`src/hw/rtl/assert_macros.svh`:
```
// Assertion helpers shared by the RTL.
`ifndef ASSERT_MACROS_SVH
`define ASSERT_MACROS_SVH

`ifndef NO_ASSERTIONS

// Property checked at every rising clock edge outside reset.
`define KSI_ASSERT(lbl, clk, rst_n, prop, msg) \
  lbl: assert property (@(posedge clk) disable iff (!rst_n) prop) else $error(msg);

// Antecedent in one cycle, consequent in the next.
`define KSI_ASSERT_NEXT(lbl, clk, rst_n, ante, cons, msg) \
  lbl: assert property (@(posedge clk) disable iff (!rst_n) ante |=> cons) else $error(msg);

`else

`define KSI_ASSERT(lbl, clk, rst_n, prop, msg)
`define KSI_ASSERT_NEXT(lbl, clk, rst_n, ante, cons, msg)

`endif

`endif

```
`src/hw/rtl/ksi_pkg.sv`:
```
package ksi_pkg;

  localparam logic OP_KEY  = 1'b0;
  localparam logic OP_READ = 1'b1;

  localparam logic [7:0] BREAK_PREFIX = 8'hF0;
  localparam logic [7:0] EXT_PREFIX   = 8'hE0;
  localparam logic [7:0] SHIFT_CODE   = 8'h12;
  localparam logic [7:0] SET1_BREAK   = 8'h80;
  localparam logic [7:0] PRINT_LIMIT  = 8'h7F;
  localparam logic [23:0] SPECIAL_PAGE = 24'h0000FF;

  // decoded work item handed from front to back
  typedef struct packed {
    logic            is_read;
    logic [2:0]      nbytes;
    logic [3:0][7:0] bytes;   // bytes[0] goes out first
  } cmd_t;

  // 8042 translation, lower half (upper half is nearly identity)
  localparam logic [7:0] SET1_LO [128] = '{
    8'hff, 8'h43, 8'h41, 8'h3f, 8'h3d, 8'h3b, 8'h3c, 8'h58,
    8'h64, 8'h44, 8'h42, 8'h40, 8'h3e, 8'h0f, 8'h29, 8'h59,
    8'h65, 8'h38, 8'h2a, 8'h70, 8'h1d, 8'h10, 8'h02, 8'h5a,
    8'h66, 8'h71, 8'h2c, 8'h1f, 8'h1e, 8'h11, 8'h03, 8'h5b,
    8'h67, 8'h2e, 8'h2d, 8'h20, 8'h12, 8'h05, 8'h04, 8'h5c,
    8'h68, 8'h39, 8'h2f, 8'h21, 8'h14, 8'h13, 8'h06, 8'h5d,
    8'h69, 8'h31, 8'h30, 8'h23, 8'h22, 8'h15, 8'h07, 8'h5e,
    8'h6a, 8'h72, 8'h32, 8'h24, 8'h16, 8'h08, 8'h09, 8'h5f,
    8'h6b, 8'h33, 8'h25, 8'h17, 8'h18, 8'h0b, 8'h0a, 8'h60,
    8'h6c, 8'h34, 8'h35, 8'h26, 8'h27, 8'h19, 8'h0c, 8'h61,
    8'h6d, 8'h73, 8'h28, 8'h74, 8'h1a, 8'h0d, 8'h62, 8'h6e,
    8'h3a, 8'h36, 8'h1c, 8'h1b, 8'h75, 8'h2b, 8'h63, 8'h76,
    8'h55, 8'h56, 8'h77, 8'h78, 8'h79, 8'h7a, 8'h0e, 8'h7b,
    8'h7c, 8'h4f, 8'h7d, 8'h4b, 8'h47, 8'h7e, 8'h7f, 8'h6f,
    8'h52, 8'h53, 8'h50, 8'h4c, 8'h4d, 8'h48, 8'h01, 8'h45,
    8'h57, 8'h4e, 8'h51, 8'h4a, 8'h37, 8'h49, 8'h46, 8'h54
  };

  function automatic logic [7:0] to_set1(input logic [7:0] b);
    logic [7:0] v;
    if (!b[7]) begin
      v = SET1_LO[b[6:0]];
    end else begin
      case (b)
        8'h83:   v = 8'h41;
        8'h84:   v = 8'h54;
        8'hF0:   v = 8'h00;
        default: v = b;
      endcase
    end
    return v;
  endfunction

  // printable keysyms without the upper-case letters; bit 8 = needs shift
  function automatic logic [8:0] print_base(input logic [6:0] idx);
    logic [8:0] e;
    case (idx)
      7'h61: e = 9'h01c;  7'h62: e = 9'h032;  7'h63: e = 9'h021;  7'h64: e = 9'h023;
      7'h65: e = 9'h024;  7'h66: e = 9'h02b;  7'h67: e = 9'h034;  7'h68: e = 9'h033;
      7'h69: e = 9'h043;  7'h6a: e = 9'h03b;  7'h6b: e = 9'h042;  7'h6c: e = 9'h04b;
      7'h6d: e = 9'h03a;  7'h6e: e = 9'h031;  7'h6f: e = 9'h044;  7'h70: e = 9'h04d;
      7'h71: e = 9'h015;  7'h72: e = 9'h02d;  7'h73: e = 9'h01b;  7'h74: e = 9'h02c;
      7'h75: e = 9'h03c;  7'h76: e = 9'h02a;  7'h77: e = 9'h01d;  7'h78: e = 9'h022;
      7'h79: e = 9'h035;  7'h7a: e = 9'h01a;
      7'h60: e = 9'h00e;  7'h7e: e = 9'h10e;  7'h31: e = 9'h016;  7'h21: e = 9'h116;
      7'h32: e = 9'h01e;  7'h40: e = 9'h11e;  7'h33: e = 9'h026;  7'h23: e = 9'h126;
      7'h34: e = 9'h025;  7'h24: e = 9'h125;  7'h35: e = 9'h02e;  7'h25: e = 9'h12e;
      7'h36: e = 9'h036;  7'h5e: e = 9'h136;  7'h37: e = 9'h03d;  7'h26: e = 9'h13d;
      7'h38: e = 9'h03e;  7'h2a: e = 9'h13e;  7'h39: e = 9'h046;  7'h28: e = 9'h146;
      7'h30: e = 9'h045;  7'h29: e = 9'h145;  7'h2d: e = 9'h04e;  7'h5f: e = 9'h14e;
      7'h3d: e = 9'h055;  7'h2b: e = 9'h155;  7'h5b: e = 9'h054;  7'h7b: e = 9'h154;
      7'h5d: e = 9'h05b;  7'h7d: e = 9'h15b;  7'h5c: e = 9'h05d;  7'h7c: e = 9'h15d;
      7'h3b: e = 9'h04c;  7'h3a: e = 9'h14c;  7'h27: e = 9'h052;  7'h22: e = 9'h152;
      7'h2c: e = 9'h041;  7'h3c: e = 9'h141;  7'h2e: e = 9'h049;  7'h3e: e = 9'h149;
      7'h2f: e = 9'h04a;  7'h3f: e = 9'h14a;  7'h20: e = 9'h029;
      default: e = 9'h000;
    endcase
    return e;
  endfunction

  function automatic logic [8:0] print_map(input logic [6:0] idx);
    logic [8:0] e;
    if (idx inside {[7'h41:7'h5a]}) begin
      e = print_base(idx | 7'h20) | 9'h100;
    end else begin
      e = print_base(idx);
    end
    return e;
  endfunction

  // 0xFFxx keysyms; bit 8 = extended (E0 prefix)
  function automatic logic [8:0] special_map(input logic [7:0] idx);
    logic [8:0] e;
    case (idx)
      8'h08: e = 9'h066;  8'h09: e = 9'h00d;  8'h0d: e = 9'h05a;  8'h1b: e = 9'h076;
      8'h63: e = 9'h170;  8'hff: e = 9'h171;  8'h50: e = 9'h16c;  8'h57: e = 9'h169;
      8'h55: e = 9'h175;  8'h56: e = 9'h17a;  8'h51: e = 9'h174;  8'h52: e = 9'h175;
      8'h53: e = 9'h16b;  8'h54: e = 9'h172;  8'he1: e = 9'h012;  8'he2: e = 9'h059;
      8'he3: e = 9'h014;  8'he4: e = 9'h114;  8'he9: e = 9'h011;  8'hea: e = 9'h111;
      default: e = 9'h000;
    endcase
    return e;
  endfunction

endpackage

```
`src/hw/rtl/ksi_front.sv`:
```
module ksi_front
  import ksi_pkg::*;
(
  input  logic        opcode,
  input  logic [31:0] keysym,
  input  logic        key_down,
  output cmd_t        cmd
);

  logic [7:0] idx;
  logic [8:0] pe;
  logic [8:0] se;
  logic       is_print;
  logic       is_special;

  assign idx        = keysym[7:0];
  assign pe         = print_map(idx[6:0]);
  assign se         = special_map(idx);
  assign is_print   = (keysym[31:8] == '0);
  assign is_special = (keysym[31:8] == SPECIAL_PAGE);

  always_comb begin
    cmd         = '0;
    cmd.is_read = (opcode == OP_READ);
    if (opcode == OP_KEY) begin
      if (is_print) begin
        if (idx < PRINT_LIMIT && pe[7:0] != 8'h00) begin
          if (key_down) begin
            if (pe[8]) begin
              cmd.bytes[0] = SHIFT_CODE;
              cmd.bytes[1] = pe[7:0];
              cmd.nbytes   = 3'd2;
            end else begin
              cmd.bytes[0] = pe[7:0];
              cmd.nbytes   = 3'd1;
            end
          end else begin
            cmd.bytes[0] = BREAK_PREFIX;
            cmd.bytes[1] = pe[7:0];
            cmd.bytes[2] = BREAK_PREFIX;
            cmd.bytes[3] = SHIFT_CODE;
            cmd.nbytes   = pe[8] ? 3'd4 : 3'd2;
          end
        end
      end else if (is_special && se[7:0] != 8'h00) begin
        case ({se[8], key_down})
          2'b11: begin
            cmd.bytes[0] = EXT_PREFIX;
            cmd.bytes[1] = se[7:0];
            cmd.nbytes   = 3'd2;
          end
          2'b10: begin
            cmd.bytes[0] = EXT_PREFIX;
            cmd.bytes[1] = BREAK_PREFIX;
            cmd.bytes[2] = se[7:0];
            cmd.nbytes   = 3'd3;
          end
          2'b01: begin
            cmd.bytes[0] = se[7:0];
            cmd.nbytes   = 3'd1;
          end
          default: begin
            cmd.bytes[0] = BREAK_PREFIX;
            cmd.bytes[1] = se[7:0];
            cmd.nbytes   = 3'd2;
          end
        endcase
      end
    end
  end

endmodule

```
`src/hw/rtl/ksi_cmdq.sv`:
```
`include "assert_macros.svh"

module ksi_cmdq
  import ksi_pkg::*;
(
  input  logic clk,
  input  logic rst_n,
  input  logic push,
  input  cmd_t push_cmd,
  output logic full,
  input  logic pop,
  output logic valid,
  output cmd_t head
);

  cmd_t       slot_r [2];
  logic       wp_r;
  logic       rp_r;
  logic [1:0] cnt_r;

  assign full  = (cnt_r == 2'd2);
  assign valid = (cnt_r != 2'd0);
  assign head  = slot_r[rp_r];

  always_ff @(posedge clk) begin
    if (push) begin
      slot_r[wp_r] <= push_cmd;
    end
  end

  always_ff @(posedge clk) begin
    if (!rst_n) begin
      wp_r  <= 1'b0;
      rp_r  <= 1'b0;
      cnt_r <= 2'd0;
    end else begin
      if (push) begin
        wp_r <= ~wp_r;
      end
      if (pop) begin
        rp_r <= ~rp_r;
      end
      case ({push, pop})
        2'b10:   cnt_r <= cnt_r + 2'd1;
        2'b01:   cnt_r <= cnt_r - 2'd1;
        default: cnt_r <= cnt_r;
      endcase
    end
  end

  `KSI_ASSERT(a_cmdq_no_overflow, clk, rst_n, !(push && full && !pop), "cmd queue overflow")

endmodule

```
`src/hw/rtl/ksi_back.sv`:
```
`include "assert_macros.svh"

module ksi_back
  import ksi_pkg::*;
#(
  parameter int FIFO_DEPTH = 128
) (
  input  logic       clk,
  input  logic       rst_n,
  input  logic       xlate,
  input  logic       q_valid,
  input  cmd_t       q_head,
  output logic       q_pop,
  output logic       out_valid,
  output logic [7:0] out_scancode,
  output logic       out_scancode_valid,
  output logic       out_data_pending,
  output logic       out_dropped
);

  localparam int PTR_W = $clog2(FIFO_DEPTH);

  typedef enum logic [1:0] {S_IDLE, S_EMIT, S_RDWAIT} state_t;

  state_t           state_r;
  cmd_t             cmd_r;
  logic [1:0]       idx_r;
  logic             lost_r;
  logic             prefix_r;
  logic [PTR_W-1:0] rd_ptr_r;
  logic [PTR_W-1:0] wr_ptr_r;
  logic [7:0]       fifo_mem [FIFO_DEPTH];
  logic [7:0]       rdata_r;

  logic             out_valid_r;
  logic [7:0]       out_scancode_r;
  logic             out_scancode_valid_r;
  logic             out_data_pending_r;
  logic             out_dropped_r;

  logic [7:0]       cur_byte;
  logic [7:0]       xbyte;
  logic             want;
  logic             prefix_nxt;
  logic             fifo_full;
  logic             do_push;
  logic             drop_now;
  logic [PTR_W-1:0] wr_ptr_nxt;
  logic [PTR_W-1:0] rd_ptr_adv;
  logic             last_byte;

  function automatic logic [PTR_W-1:0] adv(input logic [PTR_W-1:0] p);
    return (p == PTR_W'(FIFO_DEPTH - 1)) ? '0 : p + 1'b1;
  endfunction

  assign cur_byte   = cmd_r.bytes[idx_r];
  assign fifo_full  = (adv(wr_ptr_r) == rd_ptr_r);
  assign rd_ptr_adv = adv(rd_ptr_r);
  assign last_byte  = ({1'b0, idx_r} + 3'd1 == cmd_r.nbytes);
  assign q_pop      = (state_r == S_IDLE) && q_valid;

  // set-1 path: F0 is held back and marks the next byte as a break code
  always_comb begin
    xbyte      = cur_byte;
    want       = 1'b1;
    prefix_nxt = prefix_r;
    if (xlate) begin
      if (prefix_r) begin
        xbyte      = to_set1(cur_byte) | SET1_BREAK;
        prefix_nxt = 1'b0;
      end else if (cur_byte == BREAK_PREFIX) begin
        want       = 1'b0;
        prefix_nxt = 1'b1;
      end else begin
        xbyte = to_set1(cur_byte);
        want  = (xbyte != 8'h00);
      end
    end
  end

  assign do_push    = (state_r == S_EMIT) && want && !fifo_full;
  assign drop_now   = want && fifo_full;
  assign wr_ptr_nxt = do_push ? adv(wr_ptr_r) : wr_ptr_r;

  always_ff @(posedge clk) begin
    if (do_push) begin
      fifo_mem[wr_ptr_r] <= xbyte;
    end
    rdata_r <= fifo_mem[rd_ptr_r];
  end

  always_ff @(posedge clk) begin
    if (!rst_n) begin
      state_r     <= S_IDLE;
      idx_r       <= 2'd0;
      lost_r      <= 1'b0;
      prefix_r    <= 1'b0;
      rd_ptr_r    <= '0;
      wr_ptr_r    <= '0;
      out_valid_r <= 1'b0;
    end else begin
      out_valid_r <= 1'b0;
      case (state_r)
        S_IDLE: begin
          if (q_valid) begin
            cmd_r  <= q_head;
            idx_r  <= 2'd0;
            lost_r <= 1'b0;
            if (q_head.is_read && rd_ptr_r != wr_ptr_r) begin
              state_r <= S_RDWAIT;
            end else if (!q_head.is_read && q_head.nbytes != 3'd0) begin
              state_r <= S_EMIT;
            end else begin
              // empty read or key that maps to nothing
              out_valid_r          <= 1'b1;
              out_scancode_r       <= 8'h00;
              out_scancode_valid_r <= 1'b0;
              out_data_pending_r   <= (rd_ptr_r != wr_ptr_r);
              out_dropped_r        <= 1'b0;
            end
          end
        end
        S_EMIT: begin
          wr_ptr_r <= wr_ptr_nxt;
          prefix_r <= prefix_nxt;
          idx_r    <= idx_r + 2'd1;
          lost_r   <= lost_r | drop_now;
          if (last_byte) begin
            state_r              <= S_IDLE;
            out_valid_r          <= 1'b1;
            out_scancode_r       <= 8'h00;
            out_scancode_valid_r <= 1'b0;
            out_data_pending_r   <= (rd_ptr_r != wr_ptr_nxt);
            out_dropped_r        <= lost_r | drop_now;
          end
        end
        S_RDWAIT: begin
          state_r              <= S_IDLE;
          rd_ptr_r             <= rd_ptr_adv;
          out_valid_r          <= 1'b1;
          out_scancode_r       <= rdata_r;
          out_scancode_valid_r <= 1'b1;
          out_data_pending_r   <= (rd_ptr_adv != wr_ptr_r);
          out_dropped_r        <= 1'b0;
        end
        default: begin
          state_r <= S_IDLE;
        end
      endcase
    end
  end

  assign out_valid          = out_valid_r;
  assign out_scancode       = out_scancode_r;
  assign out_scancode_valid = out_scancode_valid_r;
  assign out_data_pending   = out_data_pending_r;
  assign out_dropped        = out_dropped_r;

  `KSI_ASSERT(a_read_not_empty, clk, rst_n, (state_r == S_RDWAIT) |-> (rd_ptr_r != wr_ptr_r), "pop of empty byte fifo")
  `KSI_ASSERT(a_emit_in_range, clk, rst_n, (state_r == S_EMIT) |-> ({1'b0, idx_r} < cmd_r.nbytes), "byte index past sequence")
  `KSI_ASSERT_NEXT(a_read_result, clk, rst_n, (state_r == S_RDWAIT), (out_valid_r && out_scancode_valid_r), "read gave no byte")
  `KSI_ASSERT(a_valid_byte_strobed, clk, rst_n, out_scancode_valid_r |-> out_valid_r || $past(out_scancode_valid_r), "byte flag without strobe")

endmodule

```
`src/hw/rtl/keysym_to_ps2_scancode_injector_top.sv`:
```
// Keysym to PS/2 scan code injector.
// Input: pulse start with in_opcode/in_keysym/in_key_down while busy is low.
// A key event (opcode 0) is decoded into its set-2 make or break sequence
// (up to four bytes), optionally translated to set 1, and pushed into a byte
// fifo of FIFO_DEPTH entries (FIFO_DEPTH - 1 usable). A read (opcode 1) pops
// one byte if the fifo is not empty. Every command gives one result, shown
// for exactly one cycle with out_valid high; the receiver cannot stall, so
// results are never held. Decode sits in front of a two-entry command
// queue; busy is high when that queue is full. The back end takes a command
// only while idle and finishes it before the next: an empty read or an
// unmapped key is answered from the idle state, a read that pops waits on
// the registered read of the fifo memory, and a key event is emitted one
// byte per cycle, each written to the fifo unless held back or dropped.
// cfg_translate_to_set1 is written when cfg_valid is high (cfg_ready is
// always high); it resets to 1. Reset (rst_n low, synchronous) empties the
// fifo, the command queue and the pending set-1 break flag; no clearing pass.
module keysym_to_ps2_scancode_injector_top
  import ksi_pkg::*;
#(
  parameter int FIFO_DEPTH = 128
) (
  input  logic        clk,
  input  logic        rst_n,
  input  logic        start,
  output logic        busy,
  input  logic        in_opcode,
  input  logic [31:0] in_keysym,
  input  logic        in_key_down,
  output logic        out_valid,
  output logic [7:0]  out_scancode,
  output logic        out_scancode_valid,
  output logic        out_data_pending,
  output logic        out_dropped,
  input  logic        cfg_valid,
  output logic        cfg_ready,
  input  logic        cfg_translate_to_set1
);

  cmd_t dec_cmd;
  cmd_t q_head;
  logic q_full;
  logic q_valid;
  logic q_pop;
  logic xlate_r;

  assign busy      = q_full;
  assign cfg_ready = 1'b1;

  always_ff @(posedge clk) begin
    if (!rst_n) begin
      xlate_r <= 1'b1;
    end else if (cfg_valid && cfg_ready) begin
      xlate_r <= cfg_translate_to_set1;
    end
  end

  ksi_front u_front (
    .opcode   (in_opcode),
    .keysym   (in_keysym),
    .key_down (in_key_down),
    .cmd      (dec_cmd)
  );

  ksi_cmdq u_cmdq (
    .clk      (clk),
    .rst_n    (rst_n),
    .push     (start && !q_full),
    .push_cmd (dec_cmd),
    .full     (q_full),
    .pop      (q_pop),
    .valid    (q_valid),
    .head     (q_head)
  );

  ksi_back #(
    .FIFO_DEPTH (FIFO_DEPTH)
  ) u_back (
    .clk                (clk),
    .rst_n              (rst_n),
    .xlate              (xlate_r),
    .q_valid            (q_valid),
    .q_head             (q_head),
    .q_pop              (q_pop),
    .out_valid          (out_valid),
    .out_scancode       (out_scancode),
    .out_scancode_valid (out_scancode_valid),
    .out_data_pending   (out_data_pending),
    .out_dropped        (out_dropped)
  );

endmodule

```
`config.mk`:
```
export PLATFORM = sky130hd
export DESIGN_NAME = keysym_to_ps2_scancode_injector_top
export DESIGN_NICKNAME = d
export VERILOG_FILES = /design/src/hw/rtl/ksi_pkg.sv /design/src/hw/rtl/ksi_front.sv /design/src/hw/rtl/ksi_cmdq.sv /design/src/hw/rtl/ksi_back.sv /design/src/hw/rtl/keysym_to_ps2_scancode_injector_top.sv
export VERILOG_INCLUDE_DIRS = /design/src /design/src/hw/rtl
export SDC_FILE = /design/constraint.sdc
export NUM_CORES = 1
export LEC_CHECK = 0
export BUFFER_PORTS_ARGS = -buffer_cell sky130_fd_sc_hd__buf_2
export CORE_MARGIN = 2
export CORE_UTILIZATION = 30
export DETAILED_ROUTE_END_ITERATION = 16
export GPL_TIMING_DRIVEN = 0
export PLACE_DENSITY_LB_ADDON = 0.25
export SYNTH_ARGS = -nofsm -noshare
export SYNTH_HDL_FRONTEND = slang
export SYNTH_HIERARCHICAL = 1
export SYNTH_SLANG_ARGS = --single-unit
```
`constraint.sdc`:
```
create_clock -name clk -period 12.73 [get_ports clk]
set_clock_uncertainty 0.05 [all_clocks]
set_input_delay 1.273 -clock clk [delete_from_list [all_inputs] [get_ports clk]]
set_output_delay 1.273 -clock clk [all_outputs]
set_load 0.01 [all_outputs]
```
==> impl_metrics.json <==
{
  "synth_cell_types": 105,
  "slew_viol_final": 0,
  "io_buffers": 47,
  "num_rows": 150,
  "totalWireLength_um": 136000,
  "p_switching_uw": 3447,
  "cts_tree": "yes",
  "synth_edf_count": 1142,
  "async_flop_share_pct": 0,
  "dr.pass1.iters": 5,
  "cp_slowest_cell": "nor2_1",
  "cp_max_fo": 13,
  "p_per_area_nw_per_um2": 199.0,
  "cts_root_buf": "clkbuf_16",
  "cts_sinks": 1177,
  "cts_resized": 0,
  "crit_path_frequent_cell": "buf_2",
  "hold_path_depth": 2,
  "critPathKind": "flip-flop to flip-flop",
  "hold_buffers": 0,
  "core_um2": 166800,
  "hold_path.class": "flip-flop to flip-flop",
  "critical_path_arrival_ns": 7.26,
  "r2r_start": "u_back/idx_r[1]$_SDFFE_PN0P_",
  "final_antenna_net_count": 0,
  "grt_usage_pct": 15.82,
  "cp_num_buf_inv": 5,
  "cp-start-kind": "flip-flop",
  "outcome": "complete, no violations",
  "ir_drop_v": 0.0001617,
  "finalHoldViolations": 0,
  "final_nets": 3005,
  "cts_max_level": 3,
  "clockBufferDepth": 3,
  "post_cts_buffers": 0,
  "antenna_found_initial": 2,
  "antenna_cells": 0,
  "drv_cap": 0,
  "synth_cells": 2734,
  "clockPowerShare_pct": 31.5,
  "initial_core_util_pct": 30.12,
  "grt_pass1_vias": 26902,
  "ys_seq_area_share_pct": 69.64,
  "place.gp.congestion": 0.8872,
  "clk_latency_ns": 0.77,
  "overflow": 0,
  "vias_per_cell": 5.129,
  "finalSetupViolations": 0,
  "cellInternalPower_uw": 8111,
  "ys.warnings.count": 6,
  "dieWidth_um": 413.3,
  "holdPathEnd": "u_cmdq/cnt_r[1]$_SDFFE_PN0P_",
  "wire_per_inst_um": 25.92,
  "grt_pass1_wl_um": 195500,
  "crit_family": "simple AND/OR/NAND/NOR gates",
  "design.die.area_um2": 170800,
  "slowest_delay_ns": 0.71,
  "drive_above_1_share_pct": 25.51,
  "cts_buffers": 120,
  "max_freq_ghz": 0.1427,
  "worstMarginPinSlew_ns": 1.336,
  "hpwl_um": 92610,
  "ff2ff_path_depth": 16,
  "timing.final.crit_share_pct": 55.05,
  "path_cells": "buf_2 -> buf_2 -> mux4_2 -> clkbuf_1 -> inv_1 -> ha_1 -> nand2_1 -> a2bb2o_1 -> o311ai_0 -> a32oi_1 -> a21boi_2 -> and4_4 -> nor2_4 -> nand4_2 -> buf_2 -> nor2_1",
  "power_switching_share_pct": 29.82,
  "power_frac_comb_pct": 23.7,
  "slew_headroom_pct": 10.93,
  "timing.rr.end": "u_back/fifo_mem[97][3]$_DFFE_PP_",
  "p_seq_share_pct": 44.8,
  "clkTransAtPathRegs_ns": 0.06,
  "grt_max_degree": 83,
  "rsz0062_at_grt": "false",
  "leakage_uw": 0.01757,
  "post-route-min-period_ns": 7.008,
  "drt_iter0_markers": 2730,
  "ios": 53,
  "drc": 0,
  "crit_path_end_kind": "flip-flop",
  "vias": 26908,
  "synth_area_per_cell_um2": 18.38,
  "fill_cells": 15559,
  "syn_area_um2": 50250,
  "required_ns": 12.98,
  "ys_seq_elements": 1177,
  "synth_ff_type": "edfxtp_1",
  "syn_to_final_growth_pct": 15.58,
  "hp-start": "u_cmdq/cnt_r[1]$_SDFFE_PN0P_",
  "r2r_slack_ns": 5.72,
  "die_h_um": 413.3,
  "totalPowerFinal_uw": 11560,
  "finalHoldWorstSlack_ns": 0.4407
}
==> power by group through the flow <==
stage,combinational [uW],clock [uW],sequential [uW]
finish,2740,3640,5180
global route,2930,3860,5190
CTS,2760,3720,5180
detailed placement,2760,0,5270
global placement,2390,0,5740
floorplan,1420,0,5430
==> cells in the mapped netlist, drive strengths merged, types with 5 or more instances <==
| cell type | n | area share [%] |
|---|---|---|
| or2 | 8 | 0.10 |
| mux2 | 55 | 1.2 |
| a22o | 6 | 0.10 |
| a32oi | 6 | 0.12 |
| ha | 31 | 0.77 |
| a21o | 10 | 0.15 |
| clkbuf | 90 | 0.67 |
| o21a | 7 | 0.10 |
| or4 | 6 | 0.097 |
| buf | 94 | 1.1 |
| dfxtp | 35 | 1.4 |
| o31ai | 6 | 0.090 |
| nor3 | 23 | 0.24 |
| nand2 | 103 | 0.78 |
| xor2 | 11 | 0.19 |
| and3 | 10 | 0.12 |
| o2111ai | 5 | 0.087 |
| nor4 | 14 | 0.17 |
| a221oi | 8 | 0.16 |
| o22ai | 7 | 0.087 |
| a311oi | 6 | 0.12 |
| nand2b | 23 | 0.29 |
| a211oi | 22 | 0.33 |
| or3 | 6 | 0.075 |
| mux2i | 27 | 0.55 |
| a2111oi | 9 | 0.28 |
| nand4 | 15 | 0.24 |
| a21oi | 74 | 0.74 |
| o21ai | 60 | 0.61 |
| mux4 | 346 | 16 |
| and2 | 23 | 0.29 |
| nor2b | 28 | 0.35 |
| inv | 41 | 0.31 |
| xnor2 | 25 | 0.44 |
| nand3b | 8 | 0.12 |
| nor2 | 207 | 1.6 |
| nand3 | 37 | 0.39 |
| o211ai | 15 | 0.24 |
| edfxtp | 1142 | 68 |
| a22oi | 6 | 0.10 |
| a31oi | 12 | 0.15 |
==> worst register-to-register path, cell delays in order, from the launching register on <==
cell and delay [ns]:
dfxtp_1 0.32, buf_2 0.22, buf_2 0.32, mux4_2 0.37, clkbuf_1 0.60, inv_1 0.22, ha_1 0.46, nand2_1 0.21
a2bb2o_1 0.31, o311ai_0 0.68, a32oi_1 0.28, a21boi_2 0.27, and4_4 0.23, nor2_4 0.26, nand4_2 0.53, buf_2 0.53
nor2_1 0.72
==> metrics by stage <==
stage / TNS, ns / cells / utilization [%] / worst slack (ns) / instance area [um2]
2_1_floorplan: 0 / 2739 / - / 3.868 / 50270
3_3_place_gp: -1660.60 / 4990 / 31.92 / -5.777 / 53260
3_5_place_dp: 0 / 5017 / 32.35 / 5.720 / 53970
4_1_cts: 0 / 5246 / 34.81 / 5.742 / 58080
5_1_grt: 0 / 5246 / 34.81 / 5.361 / 58080
6_report: 0 / 5246 / 34.81 / 5.722 / 58080
==> cells in the final DEF, fill, tap and decap left out, types with 35 or more instances in the layout <==
master     count
a21oi_1       73
buf_2         78
clkbuf_1     118
clkbuf_16    122
dfxtp_1       35
edfxtp_1    1142
inv_1         40
mux2_2        54
mux4_2       346
nand2_1      100
nand3_1       35
nor2_1       203
o21ai_0       51
==> metal layers <==
layer / global-route usage [%] / vias to the layer above / part of all wire [%]
met1: 21.65 / 14294 / 43
met2: 26.40 / 890 / 49
met5: 0 / - / 0
li1: - / 11547 / -
met4: 4.614 / 0 / 2.5
met3: 1.990 / 177 / 5.1
==> how the worst max path moves through the flow <==
| stage | end | from | cells after the start |
|---|---|---|---|
| finish | u_back/fifo_mem[97][3]$_DFFE_PP_ | u_back/idx_r[1]$_SDFFE_PN0P_ | 16 |
| global route | u_back/fifo_mem[97][3]$_DFFE_PP_ | u_back/idx_r[1]$_SDFFE_PN0P_ | 17 |
| detailed placement | u_back/fifo_mem[41][3]$_DFFE_PP_ | u_back/idx_r[1]$_SDFFE_PN0P_ | 17 |
| CTS | u_back/fifo_mem[41][3]$_DFFE_PP_ | u_back/idx_r[1]$_SDFFE_PN0P_ | 17 |
| global placement | u_back/fifo_mem[52][1]$_DFFE_PP_ | u_back/idx_r[1]$_SDFFE_PN0P_ | 12 |
| floorplan | u_back/fifo_mem[0][1]$_DFFE_PP_ | u_back/idx_r[1]$_SDFFE_PN0P_ | 12 |
==> sequential cells by signal, indices dropped and copies added, names as in the netlist, named ones only <==
register,cells
u_back/cmd_r,35
u_back/fifo_mem,1024
u_back/idx_r,2
u_back/lost_r,1
u_back/out_data_pending,1
u_back/out_dropped,1
u_back/out_scancode,8
u_back/out_scancode_valid,1
u_back/out_valid,1
u_back/prefix_r,1
u_back/rd_ptr_r,7
u_back/rdata_r,8
u_back/state_r,2
u_back/wr_ptr_r,7
u_cmdq/cnt_r,2
u_cmdq/rp_r,1
u_cmdq/slot_r,72
u_cmdq/wp_r,1
xlate_r,1
==> kinds of logic after synthesis <==
group                      after synthesis  share of synthesized area (%)
DFF                                   1177                          69.64
and+or+nand+nor                        529                          5.159
muxes                                  428                          17.29
AOI/OAI and AO/OA                      306                          4.365
buffers and inverters                  225                          2.126
xor gates and xnor gates                36                         0.6275
adders and majority gates               31                         0.7719
other                                    2                        0.01495
==> area by class of cell <==
type | count | area [um2] | area share (%)
Sequential cell | 1177 | 34990 | 60.25
Timing Repair Buffer | 74 | 849.6 | 1.463
Multi-Input combinational cell | 1337 | 14300 | 24.62
Clock inverter | 76 | 918.4 | 1.581
Buffer | 184 | 917.1 | 1.579
Inverter | 41 | 153.9 | 0.2650
Clock buffer | 153 | 3189 | 5.491
Tap cell | 2204 | 2758 | 4.748
Power figures use the tool's default switching activity.
